File: config.mk
export PLATFORM = sky130hd
export DESIGN_NAME = cbwa_queue
export DESIGN_NICKNAME = d
export VERILOG_FILES = /design/src/hdl/cbwa_queue.sv
export SDC_FILE = /design/constraint.sdc
export NUM_CORES = 1
export LEC_CHECK = 0
export BUFFER_PORTS_ARGS = -buffer_cell sky130_fd_sc_hd__buf_2
export CORE_MARGIN = 2
export CORE_UTILIZATION = 48
export CTS_CLUSTER_DIAMETER = 80
export DETAILED_ROUTE_END_ITERATION = 16
export PLACE_DENSITY = 0.72
export SYNTH_ARGS = -nofsm -noshare
export SYNTH_HDL_FRONTEND = slang
export SYNTH_SLANG_ARGS = --single-unit
File: constraint.sdc
create_clock -name i_clk -period 1.65 [get_ports i_clk]
set_clock_uncertainty 0.05 [all_clocks]
set_input_delay 0.4125 -clock i_clk [delete_from_list [all_inputs] [get_ports i_clk]]
set_output_delay 0.4125 -clock i_clk [all_outputs]
set_load 0.05 [all_outputs]
File: src/hdl/cbwa_queue.sv
// two-entry command queue between front and back end
// no dependencies
module cbwa_queue #(
    parameter int W = 8
) (
    input  logic         i_clk,
    input  logic         i_rst_n,
    input  logic         i_push,
    input  logic [W-1:0] i_data,
    output logic         o_full,
    input  logic         i_pop,
    output logic         o_valid,
    output logic [W-1:0] o_data
);

    logic [W-1:0] r_mem [2];
    logic         r_wp;
    logic         r_rp;
    logic [1:0]   r_cnt;

    assign o_full  = (r_cnt == 2'd2);
    assign o_valid = (r_cnt != 2'd0);
    assign o_data  = r_mem[r_rp];

    always_ff @(posedge i_clk) begin
        if (!i_rst_n) begin
            r_wp  <= 1'b0;
            r_rp  <= 1'b0;
            r_cnt <= 2'd0;
        end else begin
            if (i_push) r_wp <= ~r_wp;
            if (i_pop) r_rp <= ~r_rp;
            if (i_push && !i_pop) r_cnt <= r_cnt + 2'd1;
            else if (!i_push && i_pop) r_cnt <= r_cnt - 2'd1;
        end
    end

    always_ff @(posedge i_clk) begin
        if (i_push) r_mem[r_wp] <= i_data;
    end

endmodule

==> results.sh <==
export IMPL_path_cells="mux2_4 -> buf_6"
export IMPL_gr_max_usage_layer="met2"
export IMPL_die_h_um=44.8
export IMPL_cts_path_max_buffers=2
export IMPL_slew_headroom=0.741
export IMPL_cp_slowest_cell="dfxtp_4"
export IMPL_grt_pass1_vias=420
export IMPL_final_cell_mix="16 x edfxtp_1, 12 x buf_2, 8 x mux2_4, 8 x buf_6"
export IMPL_diodes=0
export IMPL_reg2reg_from="r_wp"
export IMPL_fmax_mhz=596
export IMPL_grtUsageTotal=0.132
export IMPL_grt_max_degree=12
export IMPL_fill_cells=117
export IMPL_setup_viol=8
export IMPL_wl_per_cell_um=12.6
export IMPL_cts_sink_count=21
export IMPL_worstReg2RegEnd="r_mem[1][3]"
export IMPL_grt_antenna_before_repair=0
export IMPL_drtAntennaViolNets=0
export IMPL_setup_worst_path_start_class="register"
export IMPL_grt_pass1_wl_um=1760
export IMPL_ys_ff_latch=21
export IMPL_gp_congestion=0.625
export IMPL_critical_path_required_ns=1.19
export IMPL_final_nets=86
export IMPL_drt_first_pass_iters=3
export IMPL_start_util=0.523
export IMPL_finalCritPeriodShare=1.02
export IMPL_via_count=437
export IMPL_drc_errors=0
export IMPL_grt_setup_unrepaired="true"
export IMPL_worst_pin_slew_ns=0.389
export IMPL_crit_fanout=8
export IMPL_power_density_mw_per_mm2=1090
export IMPL_htree_num_levels=1
export IMPL_fin_crit_ns=1.68
export IMPL_max_cap_violations=0
export IMPL_final_cells=88
export IMPL_routed_wl_um=1110
export IMPL_cts_tree="built"
export IMPL_die_w_um=44.8
export IMPL_ys_types=16
export IMPL_vdd_ir_drop_max_mv=0.631
export IMPL_grt_util_met3=0.0480
export IMPL_hp_class="input pin to register"
export IMPL_endpoint="o_data[0]"
export IMPL_portBuffers=21
export IMPL_yosysWarnings=0
export IMPL_drive_gt1_frac=0.500
export IMPL_multiInputGateArea_um2=238
export IMPL_slowest_delay_ns=0.45
export IMPL_cts_root_buf="clkbuf_4"
export IMPL_critPathKind="register to output port"
export IMPL_clock_latency_ns=0.29
export IMPL_violations="negative setup slack"
export IMPL_final_hold_viol_count=0
export IMPL_crit_arrival_ns=1.22
export IMPL_final_util=0.681
export IMPL_run_status="finished, violations left"
export IMPL_r2r_slack_ns=0.53
export IMPL_ios=22
export IMPL_grt_remaining_overflow=0
export IMPL_rows=14
export IMPL_cts_buffers=3
export IMPL_area_delta_synth_final_pct=30.1
export IMPL_synth_nets=60
export IMPL_endpoint_kind="output port"
export IMPL_final_seq_area_um2=584
export IMPL_clk_pin_slew_ns=0.11
export IMPL_maxSlewViolCount=0
export IMPL_worst_slack_ns=-0.0286
export IMPL_reg2reg_depth=1
export IMPL_netlist_area_um2=797
export IMPL_use_met1=0.144
export IMPL_drt_iter0_markers=5
export IMPL_post_cts_buffers=0
export IMPL_netlist_instances=47
export IMPL_final_common_cell="edfxtp_1"
export IMPL_synth_avg_cell_area_um2=17.0
export IMPL_synth_seq_area_share=0.728
export IMPL_coreArea_mm2=0.00152
export IMPL_vias_per_cell=4.97
export IMPL_place_inst=84
export IMPL_p_leak_nw=0.434
export IMPL_die_area_mm2=0.00200
export IMPL_grtUsageMet2=0.220
[power breakdown]
part / switching [mW] / total, mW / internal [mW]
Clock: 0.138 / 0.232 / 0.0940
Sequential: 0.0239 / 0.629 / 0.605
Combinational: 0.154 / 0.271 / 0.117
[kinds of logic (layout without fill, tap and decap cells)]
group | count (synthesis) | after routing | synth area share
compound gates | 3 | 3 | 0.0251
xor+xnor | 3 | 3 | 0.0330
fa+ha+maj | 1 | 1 | 0.0157
buf+inv | 2 | 27 | 0.0110
flops | 21 | 21 | 0.728
mux | 8 | 8 | 0.113
simple gates | 9 | 9 | 0.0738
[worst min path at each step]
stage	startpoint	to	slack, ns	cells past startpoint
finish	i_data[1]	r_mem[0][1]	0.25	1
global route	i_data[5]	r_mem[1][5]	0.23	1
CTS	i_data[0]	r_mem[1][0]	0.24	1
detailed placement	r_cnt[1]	r_cnt[1]	0.45	2
global placement	r_cnt[1]	r_cnt[1]	0.43	2
floorplan	r_cnt[1]	r_cnt[1]	0.41	2
[cells in the mapped netlist]
library cell / count / share of area
edfxtp_1: 16 / 0.60
and2b_2: 1 / 0.011
a21boi_1: 1 / 0.0094
buf_2: 1 / 0.0063
nor2b_1: 2 / 0.016
xnor2_1: 1 / 0.011
inv_1: 1 / 0.0047
or3_1: 1 / 0.0079
or2_2: 1 / 0.0079
xor2_1: 2 / 0.022
mux2_2: 8 / 0.11
o21ai_0: 1 / 0.0063
and2_1: 4 / 0.031
ha_1: 1 / 0.016
dfxtp_1: 5 / 0.13
o21a_1: 1 / 0.0094
[per-stage QoR]
stage	setup WS (ns)	cell area, µm²	power [mW]	setup TNS, ns	hold slack (ns)
after CTS	-0.0521	1030	1.14	-0.371	0.239
after detailed placement	0.0672	925	0.866	0	0.448
after global placement	0.0951	925	0.861	0	0.429
final	-0.0286	1040	1.13	-0.176	0.251
after global routing	-0.0751	1040	1.19	-0.563	0.228
after floorplan	0.265	797	0.811	0	0.411
[layout make-up]
class / instances / area share
Multi-Input combinational cell: 24 / 0.229
Inverter: 1 / 0.00362
Tap cell: 16 / 0.0193
Timing Repair Buffer: 22 / 0.159
Clock buffer: 4 / 0.0253
Sequential cell: 21 / 0.563
[layer usage]
layer  vias up  part of all wire
met5         -                 0
met1       204              0.44
met4         0                 0
met3         0             0.041
li1        223                 -
met2        10              0.52
[critical path, delay by kind of cell, from the launching register on]
kind | cells | cell delay, ns
buffers and inverters | 1 | 0.15
flip-flops | 1 | 0.45
multiplexers | 1 | 0.32
[sequential cells by signal, indices dropped and copies added, names as in the netlist, named ones only]
register  cells
r_mem        16
r_cnt         2
r_rp          1
r_wp          1
[repair_timing]
item,CTS,global route
hold buffers,0,0
setup endpoints to repair,8,9
gates resized for setup,26,2
Power figures use the tool's default switching activity.
