==> src/hdl/cbwa_pkg.sv <==
// shared types, codes and helpers for the cell binned weighted average block
// no dependencies
package cbwa_pkg;

    localparam int NUM_CELLS_DEF = 1024;

    // input kinds
    localparam logic [2:0] K_ADD     = 3'd0;
    localparam logic [2:0] K_REMOVE  = 3'd1;
    localparam logic [2:0] K_CORRECT = 3'd2;
    localparam logic [2:0] K_QUERY   = 3'd3;
    localparam logic [2:0] K_LOAD    = 3'd4;

    // back end operations
    localparam logic [2:0] OP_NONE   = 3'd0;
    localparam logic [2:0] OP_ADD    = 3'd1;
    localparam logic [2:0] OP_REMOVE = 3'd2;
    localparam logic [2:0] OP_QUERY  = 3'd3;
    localparam logic [2:0] OP_LOAD   = 3'd4;

    // result status codes
    localparam logic [2:0] ST_OK        = 3'd0;
    localparam logic [2:0] ST_ORDER     = 3'd1;
    localparam logic [2:0] ST_NEG_COUNT = 3'd2;
    localparam logic [2:0] ST_EMPTY     = 3'd3;
    localparam logic [2:0] ST_ZERO_DIV  = 3'd4;

    localparam logic [31:0] COUNT_MAX = 32'hFFFF_FFFF;

    typedef struct packed {
        logic [2:0]  op;
        logic        clr;       // clear the difference bank first
        logic        to_diff;
        logic [2:0]  status;
        logic [31:0] dw;
        logic [47:0] dv;
        logic [31:0] raw;       // denominator for a load
    } t_cmd;

    typedef struct packed {
        logic [31:0] count;
        logic [47:0] wsum;
        logic [47:0] vsum;
    } t_bank;

    typedef struct packed {
        logic  touched;
        t_bank bank;
    } t_dbank;

    // clamp a 49-bit sum of two 48-bit values to 48 bits
    function automatic logic [47:0] sat48(input logic [48:0] x);
        logic [47:0] r;
        if (x[48] != x[47]) begin
            r = x[48] ? {1'b1, 47'd0} : {1'b0, {47{1'b1}}};
        end else begin
            r = x[47:0];
        end
        return r;
    endfunction

endpackage

==> src/hdl/cbwa_front.sv <==
// front end: accepts beats, tracks batch order and forms back end commands
// depends on cbwa_pkg
module cbwa_front #(
    parameter int NUM_CELLS = cbwa_pkg::NUM_CELLS_DEF
) (
    input  logic                  i_clk,
    input  logic                  i_rst_n,
    input  logic                  i_valid,
    output logic                  o_stall,
    input  logic [2:0]            i_kind,
    input  logic                  i_first_of_batch,
    input  logic                  i_to_cache,
    input  logic [9:0]            i_cell_req,
    input  logic signed [31:0]    i_value,
    input  logic [31:0]           i_weight,
    input  logic                  i_internal_weights,
    input  logic                  i_init_busy,
    input  logic                  i_full,
    output logic                  o_push,
    output cbwa_pkg::t_cmd        o_cmd,
    output logic [(NUM_CELLS > 1 ? $clog2(NUM_CELLS) : 1)-1:0] o_cell
);

    localparam int CW = (NUM_CELLS > 1) ? $clog2(NUM_CELLS) : 1;

    logic          r_valid;
    logic          r_cached, n_cached;
    logic          r_batch_ok, n_batch_ok;
    logic          r_batch_to_diff, n_batch_to_diff;
    logic [2:0]    r_op, n_op;
    logic          r_clr, n_clr;
    logic [2:0]    r_status, n_status;
    logic [CW-1:0] r_cell;
    logic [31:0]   r_value;
    logic [31:0]   r_weight;
    logic          r_iw;
    logic          r_neg;
    logic          r_to_diff;
    logic [63:0]   r_prod;

    logic          accept;
    logic          in_range;
    logic [31:0]   v_mag;
    logic [63:0]   prod;
    logic [63:0]   prod_rnd;

    assign o_stall  = i_init_busy || (r_valid && i_full);
    assign accept   = i_valid && !o_stall;
    assign o_push   = r_valid && !i_full;
    assign in_range = (32'(i_cell_req) < NUM_CELLS);
    assign v_mag    = i_value[31] ? (~i_value + 32'd1) : i_value;
    assign prod     = v_mag * i_weight;

    always_comb begin
        n_cached        = r_cached;
        n_batch_ok      = r_batch_ok;
        n_batch_to_diff = r_batch_to_diff;
        n_op            = cbwa_pkg::OP_NONE;
        n_clr           = 1'b0;
        n_status        = cbwa_pkg::ST_OK;
        if (i_kind == cbwa_pkg::K_ADD || i_kind == cbwa_pkg::K_REMOVE ||
            i_kind == cbwa_pkg::K_CORRECT) begin
            if (i_first_of_batch) begin
                unique case (i_kind)
                    cbwa_pkg::K_ADD: begin
                        n_batch_ok = !r_cached;
                        if (!r_cached) n_cached = i_to_cache;
                        n_batch_to_diff = i_to_cache;
                    end
                    cbwa_pkg::K_CORRECT: begin
                        n_batch_ok = r_cached;
                        if (r_cached) begin
                            n_cached = i_to_cache;
                            n_clr    = 1'b1;
                        end
                        n_batch_to_diff = i_to_cache;
                    end
                    default: begin
                        n_batch_ok      = !r_cached;
                        n_batch_to_diff = 1'b0;
                    end
                endcase
            end
            if (!n_batch_ok) begin
                n_status = cbwa_pkg::ST_ORDER;
            end else if (in_range) begin
                n_op = (i_kind == cbwa_pkg::K_REMOVE) ? cbwa_pkg::OP_REMOVE : cbwa_pkg::OP_ADD;
            end
        end else if (i_kind == cbwa_pkg::K_QUERY) begin
            if (in_range) n_op = cbwa_pkg::OP_QUERY;
            else n_status = cbwa_pkg::ST_EMPTY;
        end else if (i_kind == cbwa_pkg::K_LOAD && in_range) begin
            n_op = cbwa_pkg::OP_LOAD;
        end
    end

    always_ff @(posedge i_clk) begin
        if (!i_rst_n) begin
            r_valid         <= 1'b0;
            r_cached        <= 1'b0;
            r_batch_ok      <= 1'b0;
            r_batch_to_diff <= 1'b0;
        end else if (accept) begin
            r_valid         <= 1'b1;
            r_cached        <= n_cached;
            r_batch_ok      <= n_batch_ok;
            r_batch_to_diff <= n_batch_to_diff;
        end else if (o_push) begin
            r_valid <= 1'b0;
        end
    end

    always_ff @(posedge i_clk) begin
        if (accept) begin
            r_op      <= n_op;
            r_clr     <= n_clr;
            r_status  <= n_status;
            r_to_diff <= n_batch_to_diff;
            r_cell    <= CW'(32'(i_cell_req));
            r_value   <= i_value;
            r_weight  <= i_weight;
            r_iw      <= i_internal_weights;
            r_neg     <= i_value[31];
            r_prod    <= prod;
        end
    end

    // floor of weight * value in q16.16, rounding toward minus infinity
    assign prod_rnd = r_prod + 64'h0000_0000_0000_FFFF;

    always_comb begin
        o_cmd.op      = r_op;
        o_cmd.clr     = r_clr;
        o_cmd.to_diff = r_to_diff;
        o_cmd.status  = r_status;
        o_cmd.raw     = r_value;
        if (r_iw) begin
            o_cmd.dw = r_weight;
            o_cmd.dv = r_neg ? (48'd0 - prod_rnd[63:16]) : r_prod[63:16];
        end else begin
            o_cmd.dw = 32'd0;
            o_cmd.dv = {{16{r_value[31]}}, r_value};
        end
    end

    assign o_cell = r_cell;

endmodule

==> config.mk <==
export PLATFORM = sky130hd
export DESIGN_NAME = cbwa_front
export DESIGN_NICKNAME = d
export VERILOG_FILES = /design/src/hdl/cbwa_pkg.sv /design/src/hdl/cbwa_front.sv
export SDC_FILE = /design/constraint.sdc
export NUM_CORES = 2
export LEC_CHECK = 0
export ABC_AREA = 1
export BUFFER_PORTS_ARGS = -buffer_cell sky130_fd_sc_hd__buf_2
export CAP_MARGIN = 20
export CORE_ASPECT_RATIO = 1.25
export CORE_MARGIN = 8
export CORE_UTILIZATION = 65
export DETAILED_ROUTE_END_ITERATION = 10
export PLACE_DENSITY_LB_ADDON = 0.15
export REMOVE_ABC_BUFFERS = 1
export SLEW_MARGIN = 20
export SYNTH_ARGS = -nofsm -noshare
export SYNTH_HDL_FRONTEND = slang
export SYNTH_SLANG_ARGS = --single-unit
==> constraint.sdc <==
create_clock -name i_clk -period 9.6 [get_ports i_clk]
set_clock_uncertainty 0.15 [all_clocks]
set_input_delay 0.96 -clock i_clk [delete_from_list [all_inputs] [get_ports i_clk]]
set_output_delay 0.96 -clock i_clk [all_outputs]
set_load 0.02 [all_outputs]
==> results.yml <==
status:
  status: "finished clean"
global_route:
  grt_pass1_wl_mm: 228
  grt_pass1_vias: 39100
  antenna_found_initial: 9
  grt_start_max_net_pins: 83
  grt_overflow_total: 0
  grt_util_all_layers_pct: 41.5
finish:
  fillCellCount: 5419
  nNetsFinal: 6827
  drive_above_1_share_pct: 9.62
  syn2layout_area_growth_pct: 8.41
sta:
  rsz0062_at_grt: "no"
  period_needed_ns: 9.23
  min_period_over_period_pct: 96.1
  hold_viol: 0
  worstMarginPinSlew_ns: 1.12
  drv_slew: 0
  fmax_mhz: 108
  setup_viol: 0
  max_slew_margin_pct: 25.4
  timing.final.ws_setup_ns: 0.371
routing:
  avgRoutedWirePerCell_um: 23.5
  dr.pass1.iters: 6
  post-route-drc-count: 0
  antenna_left: 0
  vias: 37600
  drt_iter0_drc: 3314
  avgViaCountPerCell: 5.83
  drt_wl_total_mm: 152
worst_setup_path:
  r2r_cells: 4
  cp.arrival_ns: 9.32
  critPathSlowestCell: "fa_1"
  critPathTopFamily: "adder cells"
  crit_fanout: 11
  worstSetupStartpointType: "input port"
  rr_endpoint: "r_prod[15]"
  rrSetupSlack_ns: 6.88
  reg2reg_from: "r_valid"
  slowest_delay_ns: 0.65
  path_class: "input port to register"
  worst_setup_path_end_kind: "register"
  cp.required_ns: 9.69
  crit_top_cell: "fa_1"
  cp_num_buf_inv: 10
floorplan:
  start_util_pct: 65.3
  io_pins: 217
  die_area_um2: 74100
  die_h_um: 302
  core.rowCount: 105
  coreArea_um2: 65300
  die_w_um: 245
worst_hold_path:
  holdPathEnd: "r_cached"
  hold_path.class: "register to register"
  holdPathStages: 2
  worstHoldStart: "r_cached"
job:
  maxCapViolCount: 0
place:
  gp_congestion: 1.06
  hpwl_mm: 128
  pre_cts_ws_ns: -0.185
  io_buffers: 214
clock_network:
  ctsHoldBuffers: 0
  root_buffer: "clkbuf_16"
  htree_levels: 4
  cts_buffers: 17
  clk_latency_ns: 0.50
  ctsLongestPathBuffers: 2
  cts_tree: "yes"
  clkTransAtPathRegs_ns: 0.07
  cts_num_sinks: 149
synthesis:
  synth_warnings: 0
  synthArstFlopShare_pct: 0
  seq_area_frac_synth_pct: 10.4
  synth_flop_cell: "edfxtp_1"
  synth_edf_count: 145
  synth-seq-cells: 149
  synth.cell_area_um2: 42600
  synth_cells: 5352
  synth.distinct_cells: 56
  synth.avg_cell_area_um2: 7.97
## synthesized netlist by cell type, drive strengths merged (3+ instances only)
library cell / n / area [µm²]
o21ai: 123 / 623
xnor2: 31 / 272
edfxtp: 145 / 4350
or2: 7 / 43.8
o211ai: 11 / 82.6
ha: 265 / 3320
fa: 896 / 17900
nand4: 41 / 257
a21o: 7 / 52.6
nand3b: 5 / 37.5
a21boi: 6 / 45.0
nor2: 852 / 3350
nand2: 1095 / 4190
clkbuf: 173 / 649
dfxtp: 4 / 80.1
and3: 3 / 18.8
buf: 30 / 175
clkinv: 23 / 87.6
xor2: 59 / 539
nor3: 35 / 191
a21oi: 130 / 662
and2: 3 / 18.8
nor4: 7 / 43.8
a31oi: 19 / 119
nand3: 136 / 733
o21bai: 3 / 22.5
inv: 1228 / 4610
## registers in the layout, indices dropped and copies added, names as in the netlist
signal	count
r_op	3
r_iw	1
r_cached	1
r_status	1
o_cell	10
r_value	32
r_batch_ok	1
r_batch_to_diff	1
r_to_diff	1
r_clr	1
r_valid	1
r_prod	64
r_weight	32
## worst min-delay path, stage by stage, from the launching register on
cell	delay (ns)
dfxtp_1	0.32
nand2_1	0.09
a31oi_1	0.08
## cells by family after synthesis
logic type | synth area share [%]
and+or+nand+nor | 20.9
buffers and inverters | 13.0
adders and majority gates | 49.8
AOI/OAI and AO/OA | 4.01
DFF | 10.4
xor gates and xnor gates | 1.90
other | 0.00880
## how the worst max path moves through the flow
stage,endpoint,start,cells after the start,slack (ns)
detailed placement,r_prod[60],i_value[13],32,-0.18
CTS,r_prod[61],i_value[13],33,0.31
global placement,r_prod[62],i_value[13],34,-0.06
global route,r_prod[62],i_value[2],41,0.008
finish,r_prod[61],i_value[2],34,0.37
floorplan,r_prod[61],i_value[2],35,0.75
## per-stage QoR
| step | hold WS [ns] | instance area (µm²) | cells | util, % | setup TNS, ns |
|---|---|---|---|---|---|
| floorplan | 0.340 | 41800 | 5150 | - | 0 |
| global placement | 0.360 | 45500 | 6412 | 69.7 | -0.197 |
| detailed placement | 0.369 | 45500 | 6412 | 69.7 | -1.61 |
| CTS | 0.381 | 46100 | 6444 | 70.6 | 0 |
| global route | 0.426 | 46200 | 6455 | 70.8 | 0 |
| finish | 0.385 | 46200 | 6460 | 70.8 | 0 |
## cell type report
type                    count  area [µm²]  share of cell area [%]
repair buffers            412        2700                    5.85
diodes                     10        25.0                  0.0541
clock buffers              18         429                   0.928
inverters                1251        4710                    10.2
flip-flops and latches    149        4430                    9.59
well taps                 856        1070                    2.32
clock inverters            14         126                   0.273
multi-input cells        3750       32700                    70.8
## placed cells by master (no fill, tap or decap), types with 13 or more instances in the layout
cell type  Yosys  final
a21oi_1      127    126
xor2_1        56     56
buf_4          6    185
clkbuf_16      0     17
nand2_2       17     18
clkinv_1      22     25
buf_2         14    214
o21ai_0      108    108
a31oi_1       19     19
xnor2_1       31     31
nor2_2        16     16
nor2_1       823    823
ha_1         265    265
fa_1         896    896
nand2_1     1073   1072
nand3_1      130    130
nor3_1        33     30
o21ai_1       13     13
edfxtp_1     145    145
nand4_1       41     41
inv_1       1215   1213
## metal layers
layer | global-route usage, % | routed length, µm | up-vias
met5 | 0 | 66 | -
met4 | 31.9 | 14100 | 10
met2 | 67.7 | 71200 | 2318
met3 | 8.97 | 14900 | 654
li1 | - | - | 16200
met1 | 47.7 | 51300 | 18500
## repair_timing
| action | 4_1_cts | 5_1_grt |
|---|---|---|
| setup endpoints to repair | 0 | 12 |
| resized for setup | 0 | 14 |
| setup buffers | 0 | 6 |
Power is left out: the tool's default activity adds up to more than one toggle a clock period on the data nets, which glitch-free logic cannot reach.
